===== src/rtl/core/s2d_pkg.sv =====
// ----------------------------------------------------------------------------
// s2d_pkg: shared types and constants
// Widths, ASCII codes and the control group of the BCD digit cells.
// ----------------------------------------------------------------------------
`default_nettype none

package s2d_pkg;

  localparam int ValueWidth = 32;
  localparam int NumDigits  = 10;
  localparam int CharWidth  = 8;

  localparam logic [CharWidth-1:0] CharMinus = 8'd45;
  localparam logic [CharWidth-1:0] CharZero  = 8'd48;

  typedef logic [3:0] digit_t;

  // control shared by every cell of the digit row
  typedef struct packed {
    logic clear;   // start of a new item
    logic dabble;  // add-3 correction and shift in one binary bit
    logic shift;   // move digits one cell toward the top
  } cell_ctrl_t;

endpackage

`default_nettype wire


===== src/rtl/core/s2d_if.sv =====
// ----------------------------------------------------------------------------
// s2d_in_if / s2d_out_if: valid-ready channels
// Input channel carries one signed value, output channel one character.
// ----------------------------------------------------------------------------
`default_nettype none

interface s2d_in_if import s2d_pkg::*; ();
  logic                         valid;
  logic                         ready;
  logic signed [ValueWidth-1:0] value;

  modport source (output valid, output value, input ready);
  modport sink   (input valid, input value, output ready);
endinterface

interface s2d_out_if import s2d_pkg::*; ();
  logic                 valid;
  logic                 ready;
  logic [CharWidth-1:0] character;
  logic                 last;

  modport source (output valid, output character, output last, input ready);
  modport sink   (input valid, input character, input last, output ready);
endinterface

`default_nettype wire


===== src/rtl/core/s2d_bcd_cell.sv =====
// ----------------------------------------------------------------------------
// s2d_bcd_cell: one decimal digit of the conversion row
// Holds one BCD digit; does the add-3 and shift step or moves a digit upward.
// ----------------------------------------------------------------------------
`default_nettype none

module s2d_bcd_cell import s2d_pkg::*; (
  input  wire        clk_i,
  input  wire        rst_ni,
  input  cell_ctrl_t ctrl_i,
  input  wire        carry_i,
  input  digit_t     digit_i,
  output logic       carry_o,
  output digit_t     digit_o
);

  digit_t digit_q;
  digit_t digit_d;
  digit_t adj;

  assign adj     = (digit_q >= 4'd5) ? digit_q + 4'd3 : digit_q;
  assign carry_o = adj[3];
  assign digit_o = digit_q;

  always_comb begin
    digit_d = digit_q;
    if (ctrl_i.clear) begin
      digit_d = '0;
    end else if (ctrl_i.dabble) begin
      digit_d = {adj[2:0], carry_i};
    end else if (ctrl_i.shift) begin
      digit_d = digit_i;
    end
  end

  always_ff @(posedge clk_i or negedge rst_ni) begin
    if (!rst_ni) begin
      digit_q <= '0;
    end else begin
      digit_q <= digit_d;
    end
  end

endmodule

`default_nettype wire


===== src/rtl/core/signed_int_to_decimal_ascii.sv =====
// ----------------------------------------------------------------------------
// signed_int_to_decimal_ascii: signed 32-bit integer to decimal ASCII text
// Double-dabble over a row of ten BCD cells, then digits leave top first.
// ----------------------------------------------------------------------------
// Each input item is one signed 32-bit value; the output gives its decimal
// text one ASCII character per item, a minus sign first for negative values,
// no leading zeros, and last set on the final character. An item is accepted
// while idle, then shifted and corrected bit by bit in the digit row; a sign
// state follows when negative, and then the digit state steps through all ten
// digit positions, leading zeros skipped without output. Output stalls hold
// back the sign and each emitted digit, though not the skipping of leading
// zeros. The next item is taken once the final character sits in the output
// register.
`default_nettype none

module signed_int_to_decimal_ascii import s2d_pkg::*; (
  input  wire          clk_i,
  input  wire          rst_ni,
  s2d_in_if.sink       in_i,
  s2d_out_if.source    out_o
);

  typedef enum logic [1:0] {
    ST_IDLE,
    ST_CONV,
    ST_SIGN,
    ST_DIGITS
  } state_e;

  state_e                 state_q;
  logic [ValueWidth-1:0]  mag_q;
  logic                   neg_q;
  logic [4:0]             cnt_q;
  logic [3:0]             rem_q;
  logic                   seen_q;
  logic                   out_valid_q;
  logic [CharWidth-1:0]   char_q;
  logic                   last_q;

  cell_ctrl_t             ctrl;
  digit_t                 chain_digit [NumDigits];
  logic                   chain_carry [NumDigits];
  digit_t                 top_digit;
  logic [ValueWidth-1:0]  raw;
  logic                   accept;
  logic                   slot_free;
  logic                   skip;
  logic                   emit_digit;
  logic                   emit_sign;

  for (genvar i = 0; i < NumDigits; i++) begin : g_cell
    if (i == 0) begin : g_first
      s2d_bcd_cell u_cell (
        .clk_i   (clk_i),
        .rst_ni  (rst_ni),
        .ctrl_i  (ctrl),
        .carry_i (mag_q[ValueWidth-1]),
        .digit_i (digit_t'(0)),
        .carry_o (chain_carry[i]),
        .digit_o (chain_digit[i])
      );
    end else begin : g_rest
      s2d_bcd_cell u_cell (
        .clk_i   (clk_i),
        .rst_ni  (rst_ni),
        .ctrl_i  (ctrl),
        .carry_i (chain_carry[i-1]),
        .digit_i (chain_digit[i-1]),
        .carry_o (chain_carry[i]),
        .digit_o (chain_digit[i])
      );
    end
  end

  assign raw       = in_i.value;
  assign top_digit = chain_digit[NumDigits-1];
  assign in_i.ready      = (state_q == ST_IDLE);
  assign out_o.valid     = out_valid_q;
  assign out_o.character = char_q;
  assign out_o.last      = last_q;

  always_comb begin
    accept     = in_i.valid && (state_q == ST_IDLE);
    slot_free  = !out_valid_q || out_o.ready;
    // leading zero, never the units digit
    skip       = (state_q == ST_DIGITS) && (top_digit == 4'd0) && !seen_q && (rem_q != 4'd1);
    emit_digit = (state_q == ST_DIGITS) && !skip && slot_free;
    emit_sign  = (state_q == ST_SIGN) && slot_free;
    ctrl.clear  = accept;
    ctrl.dabble = (state_q == ST_CONV);
    ctrl.shift  = skip || emit_digit;
  end

  always_ff @(posedge clk_i or negedge rst_ni) begin
    if (!rst_ni) begin
      state_q     <= ST_IDLE;
      mag_q       <= '0;
      neg_q       <= 1'b0;
      cnt_q       <= '0;
      rem_q       <= '0;
      seen_q      <= 1'b0;
      out_valid_q <= 1'b0;
      char_q      <= '0;
      last_q      <= 1'b0;
    end else begin
      if (out_valid_q && out_o.ready && !emit_sign && !emit_digit) begin
        out_valid_q <= 1'b0;
      end
      case (state_q)
        ST_IDLE: begin
          if (accept) begin
            neg_q   <= raw[ValueWidth-1];
            mag_q   <= raw[ValueWidth-1] ? (~raw + 32'd1) : raw;
            cnt_q   <= '0;
            rem_q   <= 4'(NumDigits);
            seen_q  <= 1'b0;
            state_q <= ST_CONV;
          end
        end
        ST_CONV: begin
          mag_q <= {mag_q[ValueWidth-2:0], 1'b0};
          cnt_q <= cnt_q + 5'd1;
          if (cnt_q == 5'(ValueWidth - 1)) begin
            state_q <= neg_q ? ST_SIGN : ST_DIGITS;
          end
        end
        ST_SIGN: begin
          if (emit_sign) begin
            out_valid_q <= 1'b1;
            char_q      <= CharMinus;
            last_q      <= 1'b0;
            state_q     <= ST_DIGITS;
          end
        end
        ST_DIGITS: begin
          if (skip) begin
            rem_q <= rem_q - 4'd1;
          end else if (emit_digit) begin
            out_valid_q <= 1'b1;
            char_q      <= CharZero + {4'd0, top_digit};
            last_q      <= (rem_q == 4'd1);
            seen_q      <= 1'b1;
            rem_q       <= rem_q - 4'd1;
            if (rem_q == 4'd1) begin
              state_q <= ST_IDLE;
            end
          end
        end
        default: begin
          state_q <= ST_IDLE;
        end
      endcase
    end
  end

`ifndef SYNTHESIS
  // the top cell never overflows: 2^32 - 1 fits in ten digits
  a_no_top_carry: assert property (@(posedge clk_i) disable iff (!rst_ni)
    (state_q == ST_CONV) |-> !chain_carry[NumDigits-1])
    else $error("digit row overflow during conversion");

  a_digit_bcd: assert property (@(posedge clk_i) disable iff (!rst_ni)
    (state_q == ST_DIGITS) |-> (top_digit <= 4'd9))
    else $error("non-decimal digit in top cell");

  a_sign_not_last: assert property (@(posedge clk_i) disable iff (!rst_ni)
    (out_o.valid && (out_o.character == CharMinus)) |-> !out_o.last)
    else $error("minus sign marked as last character");

  a_out_hold: assert property (@(posedge clk_i) disable iff (!rst_ni)
    (out_o.valid && !out_o.ready) |=>
      (out_o.valid && $stable(out_o.character) && $stable(out_o.last)))
    else $error("waiting output item changed");

  a_accept_starts_conv: assert property (@(posedge clk_i) disable iff (!rst_ni)
    (in_i.valid && in_i.ready) |=> (state_q == ST_CONV) && (cnt_q == 5'd0))
    else $error("accepted item did not start conversion");
`endif

endmodule

`default_nettype wire


===== src/flat_wrapper.sv =====
// flat-port wrapper written by rule: the top's interface ports become plain ports
module signed_int_to_decimal_ascii_flat import s2d_pkg::*;
  (clk_i, rst_ni, in_i_valid, in_i_value, in_i_ready, out_o_valid, out_o_character, out_o_last, out_o_ready);
  s2d_in_if in_i_i ();
  s2d_out_if out_o_i ();
  input  wire clk_i;
  input  wire rst_ni;
  input wire logic [$bits(in_i_i.valid)-1:0] in_i_valid;
  input wire logic [$bits(in_i_i.value)-1:0] in_i_value;
  output wire logic [$bits(in_i_i.ready)-1:0] in_i_ready;
  output wire logic [$bits(out_o_i.valid)-1:0] out_o_valid;
  output wire logic [$bits(out_o_i.character)-1:0] out_o_character;
  output wire logic [$bits(out_o_i.last)-1:0] out_o_last;
  input wire logic [$bits(out_o_i.ready)-1:0] out_o_ready;
  assign in_i_i.valid = in_i_valid;
  assign in_i_i.value = in_i_value;
  assign in_i_ready = in_i_i.ready;
  assign out_o_valid = out_o_i.valid;
  assign out_o_character = out_o_i.character;
  assign out_o_last = out_o_i.last;
  assign out_o_i.ready = out_o_ready;
  signed_int_to_decimal_ascii u_core (.clk_i(clk_i), .rst_ni(rst_ni), .in_i(in_i_i), .out_o(out_o_i));
endmodule

===== config.mk =====
export PLATFORM = sky130hd
export DESIGN_NAME = signed_int_to_decimal_ascii_flat
export DESIGN_NICKNAME = d
export VERILOG_FILES = /design/src/rtl/core/s2d_pkg.sv /design/src/rtl/core/s2d_if.sv /design/src/rtl/core/s2d_bcd_cell.sv /design/src/rtl/core/signed_int_to_decimal_ascii.sv /design/src/flat_wrapper.sv
export SDC_FILE = /design/constraint.sdc
export NUM_CORES = 1
export LEC_CHECK = 0
export ABC_AREA = 1
export BUFFER_PORTS_ARGS = -buffer_cell sky130_fd_sc_hd__buf_2
export CORE_MARGIN = 1.5
export CORE_UTILIZATION = 55
export DETAILED_ROUTE_END_ITERATION = 10
export PLACE_DENSITY = 0.76
export SYNTH_ARGS = -nofsm -noshare
export SYNTH_HDL_FRONTEND = slang
export SYNTH_SLANG_ARGS = --single-unit

===== constraint.sdc =====
create_clock -name clk_i -period 1.6 [get_ports clk_i]
set_input_delay 0.32 -clock clk_i [delete_from_list [all_inputs] [get_ports clk_i]]
set_output_delay 0.32 -clock clk_i [all_outputs]
set_load 0.1 [all_outputs]

# Word level (Yosys, flattened, before mapping)

Index checks and enable logic that the tools add are counted.

$lt $le $gt $ge: 10
Multiply operators: 0
Shifts and indexed selects: 0
Bitwise operators: 1
Mux-type cells: 74
Add/sub/neg operators: 14
Equal/unequal tests: 13
Reductions and logical operators: 29
Div/mod/pow operators: 0

Operators by type and width:

| operator                                                                | count |
|---|---|
| 4-bit 2-to-1 mux                                                        | 42 |
| 32-bit 2-to-1 mux                                                       | 2 |
| 32-bit one-hot mux with 2 select lines                                  | 1 |
| 4-bit by 3-bit >= comparator with 1-bit output, second input constant   | 10 |
| 4-bit by 2-bit adder with 4-bit output, second input constant           | 9 |
| 32-bit by 1-bit adder with 32-bit output, second input constant         | 1 |
| 32-bit inverter                                                         | 1 |
| 8-bit 2-to-1 mux                                                        | 3 |
| 8-bit one-hot mux with 2 select lines                                   | 1 |
| 2-bit 2-to-1 mux                                                        | 6 |
| 1-bit 2-to-1 mux                                                        | 11 |
| 1-bit logical AND                                                       | 10 |
| 5-bit one-hot mux with 2 select lines                                   | 1 |
| 2-bit one-hot mux with 4 select lines                                   | 1 |
| 4-bit one-hot mux with 2 select lines                                   | 1 |
| 4-bit AND reduction                                                     | 2 |
| 6-bit by 4-bit adder with 7-bit output, first input constant            | 1 |
| 2-bit by 1-bit inequality test with 1-bit output, second input constant | 3 |
| 2-bit inequality test, second input constant                            | 3 |
| 1-bit one-hot mux with 2 select lines                                   | 3 |
| 6-bit AND reduction                                                     | 1 |
| 2-bit nonzero test                                                      | 3 |
| 5-bit by 1-bit adder with 5-bit output, second input constant           | 1 |
| 5-bit equality test, second input constant                              | 1 |
| other kinds (16)                                                        | 23 |

Bits of input ports: 36
Bits in writable memories: 0
Bits in registers: 95
Memories kept: 0
Logic and storage cells: 160
Bits in latches: 0
Memory bits (read-only): 0

# Longest topological paths before layout

Gate-level depths: netlist (run 1).

Depth after elaboration: 13
Mapped depth: 11
Mapped depth without buffers: 11

# By module

A second synthesis (run 1) with hierarchy kept.

Cells, all modules: 1018
Area, all modules: 6817.8 sq um

Modules (own cells, without submodules):

| module                      | cells each | area each (sq um) | times used | sequential area each (sq um) |
|---|---|---|---|---|
| signed_int_to_decimal_ascii | 508        | 3464.6            | 1          | 1326.3 |
| s2d_bcd_cell                | 51         | 335.3             | 10         | 100.1 |

# Worst setup path before layout (run 1)

OpenSTA, ideal clock, no wires.

Path kind: reg2reg
From: register u_core.state_q[0]
To: register u_core.g_cell[7].g_rest.u_cell.digit_q[1]
Required time: 1.481 ns
Setup time: 0.119 ns
Clock period less this slack: 2.412 ns
Arrival time: 2.292 ns
Path slack: -0.812 ns
Cell stages (with the launch flop): 11
Path buffers: 1
Cells stage by stage: dfrtp_1 > inv_1 > ha_1 > nand2_4 > inv_2 > nor2_4 > inv_1 > clkbuf_1 > o21ai_0 > nand2_1 > o21ai_2

Elaborated cells between the ends (all ways): 14
Classes of those cells: 2 x eq/ne; 2 x mux; 10 x reduce/logical

RTL lines:

| item                                                             | RTL line                           | source |
|---|---|---|
| from (decl)                                                      | signed_int_to_decimal_ascii.sv:30  | `state_e state_q;` |
| from (signal assigned)                                           | signed_int_to_decimal_ascii.sv:124 | `state_q <= neg_q ? ST_SIGN : ST_DIGITS;` |
| 2-bit logical NOT *                                              | n/a                                |  |
| named net in_i_ready                                             | flat_wrapper.sv:10                 | `output wire logic [$bits(in_i_i.ready)-1:0] in_i_ready;` |
| 1-bit logical AND *                                              | signed_int_to_decimal_ascii.sv:83  | `accept = in_i.valid && (state_q == ST_IDLE);` |
| 3-bit nonzero test (no line) or 4-bit 2-to-1 mux (tied branches) | n/a                                |  |
| to (signal assigned)                                             | s2d_bcd_cell.sv:40                 | `digit_q <= digit_d;` |
| to (decl)                                                        | s2d_bcd_cell.sv:17                 | `digit_t digit_q;` |

The timed path passes the listed nets; every way through them passes the cells marked *.
A chain may end at the register's enable or synchronous reset.

# Worst setup path in the final report (run 1)

From: register u_core.state_q[0]
To: register u_core.mag_q[17]

Cells in the longest elaborated chain, start to end: 4
Elaborated cells between the ends (all ways): 7
Classes of those cells: 2 x eq/ne; 1 x mux; 4 x reduce/logical

Ends and longest elaborated chain:

| item                                                       | RTL line                                                              | source |
|---|---|---|
| 2-bit logical NOT                                          | signed_int_to_decimal_ascii.sv:83, signed_int_to_decimal_ascii.sv:109 |  |
| 1-bit logical AND                                          | signed_int_to_decimal_ascii.sv:83                                     |  |
| 2-bit by 1-bit inequality test with 1-bit output (no line) | n/a                                                                   |  |
| 2-bit AND reduction (no line)                              | n/a                                                                   |  |
| to (signal assigned)                                       | signed_int_to_decimal_ascii.sv:113                                    | `mag_q <= raw[ValueWidth-1] ? (~raw + 32'd1) : raw;` |
| to (signal assigned)                                       | signed_int_to_decimal_ascii.sv:121                                    | `mag_q <= {mag_q[ValueWidth-2:0], 1'b0};` |
| to (decl)                                                  | signed_int_to_decimal_ascii.sv:31                                     | `logic [ValueWidth-1:0] mag_q;` |

Parallel ways exist; a longest one is shown, timed or not.

==> results of run 1 <==
sequential cells by signal, indices dropped and copies added, names as in the netlist:
| name | count |
|---|---|
| u_core.g_cell.g_rest.u_cell.digit_o | 36 |
| u_core.mag_q | 32 |
| u_core.out_o.character | 6 |
| u_core.cnt_q | 5 |
| u_core.g_cell.g_first.u_cell.digit_o | 4 |
| u_core.rem_q | 4 |
| u_core.state_q | 2 |
| u_core.neg_q | 1 |
| u_core.out_o.last | 1 |
| u_core.out_o.valid | 1 |
| u_core.seen_q | 1 |
metrics by stage:
stage | power (mW) | setup slack (ns) | util | setup TNS, ns | area (um^2)
after global placement | 12.3 | -0.0346 | 0.636 | -0.188 | 7230
final | 17.6 | -0.164 | 0.725 | -4.33 | 8240
after global routing | 18.8 | -0.253 | 0.725 | -10.78 | 8240
after floorplan | 10.3 | -0.135 | - | -5.96 | 6420
after CTS | 15.5 | -0.0446 | 0.678 | -0.818 | 7710
after detailed placement | 12.5 | -0.0855 | 0.636 | -2.22 | 7230
final cells by class:
class / count / area [um^2] / share of cell area
clock buffers: 12 / 236 / 0.0287
clock inverters: 4 / 72.6 / 0.00881
inverters: 98 / 380 / 0.0462
multi-input cells: 658 / 3760 / 0.456
flip-flops and latches: 93 / 2330 / 0.283
well taps: 143 / 179 / 0.0217
repair buffers: 142 / 1280 / 0.155
per-layer routing:
| metal | vias up | wire [um] | part of all wire |
|---|---|---|---|
| met2 | 214 | 9150 | 0.51 |
| met4 | 0 | 484 | 0.027 |
| li1 | 3161 | - | - |
| met5 | - | 0 | 0 |
| met1 | 3057 | 7380 | 0.41 |
| met3 | 46 | 812 | 0.046 |
where the power goes:
group / switching, mW / total [mW] / internal [mW] / leakage (nW)
sequential: 0.617 / 3.96 / 3.34 / 1.17
clock: 0.924 / 2.29 / 1.37 / 0.147
combinational: 6.74 / 11.4 / 4.66 / 2.60
cells by family after synthesis:
| group | count (synthesis) |
|---|---|
| AOI/OAI and AO/OA | 211 |
| xor gates and xnor gates | 16 |
| DFF | 93 |
| other | 1 |
| and+or+nand+nor | 399 |
| adders and majority gates | 30 |
| buffers and inverters | 133 |
how the worst max path moves through the flow:
stage               slack [ns]                                      start                                         to
global route             -0.25                          u_core.state_q[0]                           u_core.mag_q[17]
global placement         -0.03                              in_i_value[0]                           u_core.mag_q[28]
floorplan                -0.14                          u_core.state_q[1]  u_core.g_cell[6].g_rest.u_cell.digit_o[0]
detailed placement       -0.09  u_core.g_cell[9].g_rest.u_cell.digit_o[0]  u_core.g_cell[4].g_rest.u_cell.digit_o[3]
finish                   -0.16                          u_core.state_q[0]                           u_core.mag_q[17]
CTS                      -0.04                          u_core.state_q[0]                                 in_i_ready
worst max-delay path: cells and delay by family, from the launching register on:
family / cells / cell delay, ns
AO/OA/AOI/OAI: 3 / 0.51
buffers and inverters: 4 / 0.50
flip-flops: 1 / 0.44
adder cells (fa/ha/maj): 1 / 0.18
cells in the mapped netlist (9+ instances only):
cell and n:
nand4_1 11, a21oi_1 57, ha_1 30, inv_1 92, nand3_1 62, nor2_1 94
dfrtp_1 93, o21ai_2 23, buf_6 9, xor2_1 13, o21ai_1 16, o21ai_0 80
buf_2 14, o22ai_1 13, nand2_1 208
repair_timing:
action | in CTS | in global routing
buffers inserted | 5 | 12
endpoints found under the hold margin | 14 | 0
gates cloned | 1 | 7
hold buffers | 1 | 0
pin swaps | 4 | 25
setup endpoints to repair | 50 | 87
gates resized for setup | 25 | 102
==> summary.md, run 1 <==
| Metric | Value |
|---|---|
| Outcome | complete, but fails checks |
| Violated checks | negative setup slack |
| Area of the core | 11400 um^2 |
| Initial Util | 0.560 |
| Initial antenna violation count | 0 |
| Post-synthesis sequential area ratio | 0.366 |
| Met1 Use GR | 0.349 |
| Leading area contributor after synthesis | dfrtp_1 |
| DR DRC count | 0 |
| CTS tree | done |
| Cells after Synth | 883 |
| Post-synthesis mux area share | 0 |
| Gr busiest metal | met2 |
| Max clock buf depth | 2 |
| Cell mode on critical path | a21oi_1 |
| Initial DRT Pass Iterations | 5 |
| Worst EP required | 1.81 ns |
| Chip height | 111 um |
| GR Util met2 | 0.447 |
| Largest net degree at the start of global routing | 42 |
| Critical path arrival | 1.98 ns |
| CP peak stage delay | 0.44 ns |
| Crit path max fanout | 9 |
| Area added between synthesis and finish | 29.4% |
| Tightest Hold Check Type | input port to register |
| RSZ-0062 raised after global routing | true |
| Rows | 39 |
| Reg2Reg Depth | 8 |
| Antenna Nets Post-Route | 0 |
| Clock Skews | 0.0104 ns |
| Total GRT Usage | 0.264 |
| Total grt overflow | 0 |
| Inserted Diodes | 0 |
| DP Cell Count | 1109 |
| Ys flop type | dfrtp_1 |
| GPL Wtd Cong | 0.888 |
| Worst R2R Start | u_core.state_q[0] |
| Num CTS Buffers | 9 |
| Flops & latches, synth | 93 |
| Hold Path Origin | in_i_value[7] |
| Number of cells on the worst hold path | 4 |
| Met3 usage | 0.0313 |
| Clock sink count | 93 |
| Crit path capture type | register |
| Most frequent cells in the layout | nand2_1, dfrtp_1, nor2_1 |
| Yosys top cell area share | 0.366 |
| Worst vdd ir | 0.00173 V |
| Synth cell types | 39 |
| Port bufs | 44 |
| Final WS setup | -0.164 ns |
| Clock tree root buffer cell | clkbuf_16 |
| I/O pin total | 47 |
| Post-Synth Adder-Cell Area | 0.0590 |
| Synth Area in Simple Gates | 0.269 |
| Ys Warns | 0 |
| Startpoint Class | register |
| Compound-Gate Fraction of Synth Area | 0.191 |
| Cell Chain, Critical Path | inv_2 -> ha_4 -> buf_4 -> o21ai_4 -> inv_4 -> buf_12 -> a21oi_1 -> a21oi_1 |
| Main combinational cell family by area after synthesis | simple AND/OR/NAND/NOR gates |
| Final Critical Period | 1.76 ns |
| Tcrit/Tclk final | 1.10 |
| Peak Freq | 567 MHz |
| Per-cell routed wire length | 15.5 um |
| Layout cells sized above 1 | 0.267 |
| Mapped Avg Cell Area | 7.21 um^2 |
| Reg-to-Reg End | u_core.mag_q[17] |
| Die area | 12200 um^2 |
| Final std cells w/o fill | 1150 |
| DRC marker count from the first detailed-route iteration | 464 |
| Reg clk slew, reported paths | 0.07 ns |
| Vias after detailed routing | 6478 |
| Synth Area in XOR/XNOR | 0.0220 |
| Synthesized area | 6370 um^2 |
| Max-cap violations | 0 |
| EDFF count, synth | 0 |
| Hold_ws | 0.283 ns |
| Power Dens Cells | 2140 nW/um^2 |
| WL final | 17800 um |
| Worst R2R Setup Slack | -0.16 ns |
| WHS Endpoint | u_core.mag_q[7] |
| CP max stage cell | dfrtp_2 |
| Skew-Pair Late Insertion Delay | 0.35 ns |
| Final Setup Violations | 67 |
| Pleak | 3.92 nW |
| HPWL after detailed placement | 10700 um |
| Setup Crit Path Kind | register to register |
| First-pass GRT wire length | 26800 um |
| Final nets | 1068 |
| Via/cell ratio | 5.63 |
| Pins Over Slew Limit | 0 |
| Commonest non-fill, non-tap cell in the layout | nand2_1 |
| Die width | 111 um |
| Fillers | 857 |
| Vias in the first global route | 5777 |
| CTS H-Tree Depth | 3 |
| Final hold vios | 0 |
| FFs w/ async S/R, synth | 1.00 |
| Synth top area cells | dfrtp_1, nand2_1, o21ai_0 |
No activity file was read; power rests on OpenSTA's default activity.
==> inputs of run 2 (changes only) <==
--- a/config.mk
+++ b/config.mk
@@ -6,11 +6,11 @@
 export NUM_CORES = 1
 export LEC_CHECK = 0
 export ABC_AREA = 1
-export BUFFER_PORTS_ARGS = -buffer_cell sky130_fd_sc_hd__buf_2
 export CORE_MARGIN = 1.5
-export CORE_UTILIZATION = 55
+export CORE_UTILIZATION = 59
 export DETAILED_ROUTE_END_ITERATION = 10
-export PLACE_DENSITY = 0.76
+export DONT_BUFFER_PORTS = 1
+export PLACE_DENSITY = 0.77
 export SYNTH_ARGS = -nofsm -noshare
 export SYNTH_HDL_FRONTEND = slang
 export SYNTH_SLANG_ARGS = --single-unit
==> run 2 against run 1 <==
Net effect:
- combinational power up 23%
- non-clock buffer count down 37
- highest routed layer unchanged
- the flow finishes with violations (negative hold slack, negative setup slack)
- power up 9.8%
- setup slack worse by 0.12 ns
- worst hold slack worse by 0.67 ns
- final area up 0.36%
- die area down 6.6%
- critical path type unchanged
==> summary.md, run 2 (same netlist as run 1, synthesis figures left out) <==
| Metric | Value |
|---|---|
| Vias in the first global route | 6046 |
| Clock tree root buffer cell | clkbuf_8 |
| Clock Skews | 0.0162 ns |
| First-pass GRT wire length | 26700 um |
| Power Dens Cells | 2340 nW/um^2 |
| CTS H-Tree Depth | 3 |
| DR DRC count | 0 |
| Layout cells sized above 1 | 0.275 |
| Rows | 37 |
| Port bufs | 0 |
| Hold_ws | -0.390 ns |
| GPL Wtd Cong | 0.908 |
| Final nets | 1031 |
| Pre-CTS setup slack | -0.135 ns |
| DP Cell Count | 1042 |
| Startpoint Class | register |
| Largest net degree at the start of global routing | 94 |
| HPWL after detailed placement | 10600 um |
| Die width | 107 um |
| Seq. cell area | 2330 um^2 |
| Per-cell routed wire length | 18.0 um |
| CP Launch Point | u_core.g_cell[8].g_rest.u_cell.digit_o[1] |
| Clock sink count | 93 |
| Worst EP required | 1.88 ns |
| Final hold vios | 93 |
| Worst R2R Start | u_core.g_cell[8].g_rest.u_cell.digit_o[1] |
| Crit path capture type | register |
| Critical Path Sink | u_core.g_cell[8].g_rest.u_cell.digit_o[2] |
| Vias after detailed routing | 6682 |
| Crit path max fanout | 4 |
| Via/cell ratio | 6.04 |
| Reg2Reg Depth | 9 |
| WL final | 19900 um |
| Largest register FFs | 36 |
| Reg-to-Reg End | u_core.g_cell[8].g_rest.u_cell.digit_o[2] |
| Reg clk slew, reported paths | 0.10 ns |
| Area of the core | 10400 um^2 |
| Initial DRT Pass Iterations | 5 |
| Final std cells w/o fill | 1106 |
| I/O pin total | 47 |
| Initial Util | 0.611 |
| Violated checks | negative hold slack, negative setup slack |
| DRC marker count from the first detailed-route iteration | 656 |
| Chip height | 107 um |
| Finished Cell Area | 8270 um^2 |
| Final Util | 0.794 |
| Final WS setup | -0.281 ns |
| Num CTS Buffers | 9 |
| Inserted Diodes | 0 |
| Max-cap violations | 0 |
| Placed inst area | 6830 um^2 |
| Final Power | 19.4 mW |
| Fillers | 659 |
| Tightest Hold Check Type | input port to asynchronous set/reset pin |
| Final Critical Period | 1.88 ns |
| Tcrit/Tclk final | 1.18 |
| Area of the multi-input gates | 3990 um^2 |
| Most frequent cells in the layout | nand2_1, dfrtp_1, nor2_1 |
| Final Setup Violations | 80 |
| CTS tree | done |
| Pins Over Slew Limit | 0 |
| Total grt overflow | 0 |
| Worst vdd ir | 0.00205 V |
| Die area | 11400 um^2 |
| Peak Freq | 532 MHz |
| Commonest non-fill, non-tap cell in the layout | nand2_1 |
| Max clock buf depth | 2 |
| Total GRT Usage | 0.289 |
| Setup Crit Path Kind | register to register |
| Critical path arrival | 2.16 ns |
| Outcome | complete, but fails checks |
| Pleak | 3.90 nW |
| RSZ-0062 raised after global routing | true |
| Area added between synthesis and finish | 29.9% |
| Skew-Pair Late Insertion Delay | 0.39 ns |
| Antenna Nets Post-Route | 0 |
| Initial antenna violation count | 0 |
| Worst R2R Setup Slack | -0.28 ns |
==> run 2: changes by cell type in the layout (fill, tap and decap cells not counted), sizes merged <==
cell and delta:
inv -1, bufinv -2, clkinv +2, dlygate4sd3 -1, clkbuf +5, buf -39
clkinvlp -1
==> run 2: worst max-delay path: stages (launching register included) <==
cell and delay [ns]:
dfrtp_1 0.43, inv_1 0.17, ha_1 0.20, inv_1 0.04
nand2_1 0.07, nand3_1 0.19, o21ai_0 0.35, a21oi_1 0.11
o21ai_2 0.13, o21ai_1 0.08
==> run 2: worst min-delay path by stage <==
stage                 from                        end  cells after the start
finish              rst_ni            u_core.rem_q[0]                      0
global route        rst_ni            u_core.rem_q[0]                      0
CTS                 rst_ni         u_core.out_o.valid                      0
detailed placement  rst_ni  u_core.out_o.character[5]                      0
global placement    rst_ni  u_core.out_o.character[5]                      0
floorplan           rst_ni            u_core.cnt_q[0]                      0
==> run 2: final cells by class <==
cell class	instances	share of cell area
inverter	98	0.0467
timing repair buffer	105	0.150
tap	136	0.0206
clock inverter	2	0.00121
sequential	93	0.282
multi-input combinational	658	0.482
clock buffer	14	0.0172
==> run 2: repair_timing <==
item | 4_1_cts | 5_1_grt
cloned | 5 | 14
hold endpoints to repair | 93 | 93
endpoints found under the setup margin | 68 | 91
pin swaps | 1 | 36
buffers inserted | 11 | 21
resized for setup | 36 | 161
==> run 2: power by group <==
part / switching, mW / internal [mW]
sequential: 0.664 / 3.34
combinational: 7.85 / 6.11
clock: 0.851 / 0.565
total: 9.36 / 10.0
==> run 2: layer usage <==
layer | track usage | up-vias | part of all wire
met5 | 0 | - | 0
met4 | 0.108 | 0 | 0.041
met3 | 0.0736 | 88 | 0.069
met2 | 0.511 | 348 | 0.50
met1 | 0.338 | 3173 | 0.39
li1 | - | 3073 | -
==> run 2: stage by stage <==
step	setup TNS (ns)	hold WS [ns]
3_5_place_dp	-2.68	0.0262
4_1_cts	-3.78	-0.395
6_report	-8.53	-0.390
3_3_place_gp	-0.323	0.0271
2_1_floorplan	-5.96	0.0244
5_1_grt	-14.00	-0.413
